### src/rtl/pta_pkg.sv
// shared types and codes for the peer table with aging
package pta_pkg;

  // action codes
  typedef enum logic [2:0] {
    ACT_ADD      = 3'd0,
    ACT_REMOVE   = 3'd1,
    ACT_FIND     = 3'd2,
    ACT_DISCOVER = 3'd3,
    ACT_EXPIRE   = 3'd4,
    ACT_DUMP     = 3'd5
  } act_t;

  // result codes
  localparam logic [1:0] CODE_OK        = 2'd0;
  localparam logic [1:0] CODE_NOT_FOUND = 2'd1;
  localparam logic [1:0] CODE_FULL      = 2'd2;

  localparam logic [31:0] AGE_LIMIT_RESET = 32'd300;
  localparam logic [7:0]  STATUS_SEEN     = 8'd1;

  // controller states
  typedef enum logic [1:0] {
    ST_IDLE,
    ST_SCAN,
    ST_FIN
  } state_t;

  // one table entry
  typedef struct packed {
    logic [255:0] key;
    logic [31:0]  address;
    logic [15:0]  port;
    logic [31:0]  seen;
    logic [7:0]   status;
  } entry_t;

  // per-cell control
  typedef struct packed {
    logic shift;
    logic load;
  } cell_ctrl_t;

endpackage

### src/rtl/pta_cell.sv
// one storage cell of the entry chain
module pta_cell (
  input  logic              clk,
  input  pta_pkg::cell_ctrl_t ctrl,
  input  pta_pkg::entry_t   nbr,
  input  pta_pkg::entry_t   load_data,
  output pta_pkg::entry_t   q
);

  // load has priority over the shift from the upper neighbor
  always_ff @(posedge clk) begin
    if (ctrl.load) begin
      q <= load_data;
    end else if (ctrl.shift) begin
      q <= nbr;
    end
  end

endmodule
### config.mk
export PLATFORM = sky130hd
export DESIGN_NAME = pta_cell
export DESIGN_NICKNAME = d
export VERILOG_FILES = /design/src/rtl/pta_pkg.sv /design/src/rtl/pta_cell.sv
export SDC_FILE = /design/constraint.sdc
export NUM_CORES = 1
export LEC_CHECK = 0
export BUFFER_PORTS_ARGS = -buffer_cell sky130_fd_sc_hd__buf_2
export CAP_MARGIN = 20
export CORE_AREA = 2 2 408 410
export DETAILED_ROUTE_END_ITERATION = 8
export DIE_AREA = 0 0 410 412
export GPL_TIMING_DRIVEN = 0
export HOLD_SLACK_MARGIN = 0.05
export PLACE_DENSITY = 0.32
export SYNTH_ARGS = -nofsm -noshare
export SYNTH_HDL_FRONTEND = slang
export SYNTH_SLANG_ARGS = --single-unit
export TNS_END_PERCENT = 30
### constraint.sdc
create_clock -name clk -period 8.7 [get_ports clk]
set_input_delay 0.435 -clock clk [delete_from_list [all_inputs] [get_ports clk]]
set_output_delay 0.435 -clock clk [all_outputs]
set_load 0.05 [all_outputs]
==> reports/metrics.cfg <==
[timing]
setup_slack_ns = 5.95
fmax_mhz = 364
tightest_slew_ns = 0.776
fin_crit_sh = 0.316
maxSlewViolCount = 0
slew_headroom = 0.482
fin_crit_ns = 2.75
setup_violations = 0
hold_viol_final = 0
rsz0062_at_grt = no

[pwr]
cellPowerDensity_nw_per_um2 = 200
p_switching_mw = 1.99
seq_power_share = 0.364
p_sw_frac = 0.344
leakage_nw = 12.1
ir_drop_uv = 134
comb_power_share = 0.271
clkPwrFrac = 0.365
p_int_mw = 3.80

[setup_path]
slowest_stage = or2_4
critPathMaxFanout = 52
crit_top_cell = buf_16
crit_path_start_kind = input port
setup.worst_path.end_class = flip-flop
required_ns = 9.01
worstPathArrival_ns = 3.06
cp_cell_sequence = buf_2, buf_6, buf_6, or2_4, buf_12, buf_16, buf_16, buf_16
crit_type = in -> reg
cp_slowest_stage_delay_ns = 0.63

[clocking]
clkTransAtPathRegs_ns = 0.06
numCtsBuffers = 50
root_buffer = clkbuf_16
cts_tree = built
cts_resized = 0
post_cts_buffers = 0
clock-sinks = 344
clk_path_buf_depth = 3
ctsHoldBuffers = 460
htree_levels = 2

[route]
drt_iter0_markers = 524
routed_wl_mm = 91.3
wl_per_cell_um = 20.2
dr.pass1.iters = 4
drcViolationCount = 0
ant_nets = 0
vias_per_cell = 2.87
vias = 12900

[global_routing]
grt_overflow = 0
grt_pass1_vias = 13700
grt_max_degree = 55
grt_first_pass_wirelength_mm = 116
grtUsageTotal = 0.102
antenna_found_initial = 10

[logic_synthesis]
synthTopCellsByArea = edfxtp_1, mux2_2, mux2_4
synth_compound_area_frac = 0
synthXorXnorAreaFrac = 0
synthSimpleGateAreaFrac = 0.000428
synth_top_family_by_area = multiplexers
synthAdderAreaFrac = 0
synthMuxAreaShare = 0.278
yosysWarnings = 0
synth_area_leader_cell = edfxtp_1
yosysSeqAreaShare = 0.706
netlist.area_leader.share = 0.706
netlist_instances = 727
syn-num-nets = 1418
synth.cell_area_um2 = 14600
ys_ff_latch = 344
synth_cell_types = 6
syn_area_per_cell_um2 = 20.1

[floorplanning]
io_pins = 1035
core.rowCount = 149
core_um2 = 164000
dieArea_um2 = 169000
initial_core_util = 0.0890
die_w_um = 410
die_y_um = 412

[finish]
largest_register_ffs = 344
max_flop_register = q
reg_top3 = q (344)
fin_nets = 2970
drive_above_1_share = 0.644
layout_common_cells = buf_2, dlygate4sd3_1, edfxtp_1, mux2_2, clkbuf_16
final_util = 0.176
area_delta_synth_final_pct = 97.9
final_common_cell = buf_2

[placed_design]
pre_cts_slack_ns = 5.18
routabilityCongestion = 0.796
port_buffers = 1033
dpl.hpwl_mm = 74.4

[hold_path]
hp-class = in -> reg

[status]
status = finished, final reports clean

[run]
drv_cap = 0

==> through the flow <==
| step | setup TNS (ns) | hold WS (ns) | total power [mW] | cells | instance area [um2] |
|---|---|---|---|---|---|
| 3_5_place_dp | 0 | 0.738 | 3.55 | 3956 | 22700 |
| 5_1_grt | 0 | 0.0761 | 6.04 | 4509 | 28900 |
| 3_3_place_gp | -235.47 | 0.736 | 3.56 | 3949 | 22500 |
| 2_1_floorplan | 0 | 0.652 | 2.98 | 727 | 14600 |
| 4_1_cts | 0 | 0.0502 | 5.95 | 4508 | 28900 |
| 6_report | 0 | 0.122 | 5.79 | 4513 | 28900 |
==> cell families (layout without fill, tap and decap cells) <==
logic type,after synthesis,count (layout)
other,0,5
multiplexers,344,344
flip-flops,344,344
AND/OR/NAND/NOR,1,1
buffers and inverters,38,1630
==> worst paths after layout <==
check	to	from	slack [ns]	cells past startpoint
max	q[96]$_DFFE_PP_	ctrl[0]	5.95	8
min	q[118]$_DFFE_PP_	nbr[118]	0.12	2
==> power by group through the flow <==
stage          registers, mW  logic, mW  clock network, mW
6_report                2.10       1.57               2.11
5_1_grt                 2.12       1.64               2.28
4_1_cts                 2.11       1.61               2.24
3_5_place_dp            2.14       1.41                  0
3_3_place_gp            2.16       1.40                  0
2_1_floorplan           2.78      0.195                  0
==> layer usage <==
metal	wire length, um	vias up	global-route usage
met1	36100	6271	0.119
met2	45400	556	0.177
li1	-	6011	-
met4	3310	0	0.0395
met5	0	-	0
met3	6420	101	0.0284
==> layout make-up <==
| type | instances | area [um2] |
|---|---|---|
| Tap cell | 2189 | 2740 |
| Sequential cell | 344 | 10300 |
| Fill cell | 18300 | 135000 |
| Antenna cell | 5 | 12.5 |
| Buffer | 38 | 228 |
| Clock buffer | 60 | 1290 |
| Multi-Input combinational cell | 345 | 4070 |
| Clock inverter | 32 | 319 |
| Timing Repair Buffer | 1500 | 9960 |
==> critical path, delay by kind of cell <==
family | cells | cell delay, ns
buf+inv | 7 | 1.82
simple gates | 1 | 0.63
==> cells in the mapped netlist <==
cell type / count
mux2_4: 49
buf_6: 6
edfxtp_1: 344
or2_1: 1
buf_2: 32
mux2_2: 295
No activity file was read; power rests on OpenSTA's default activity.
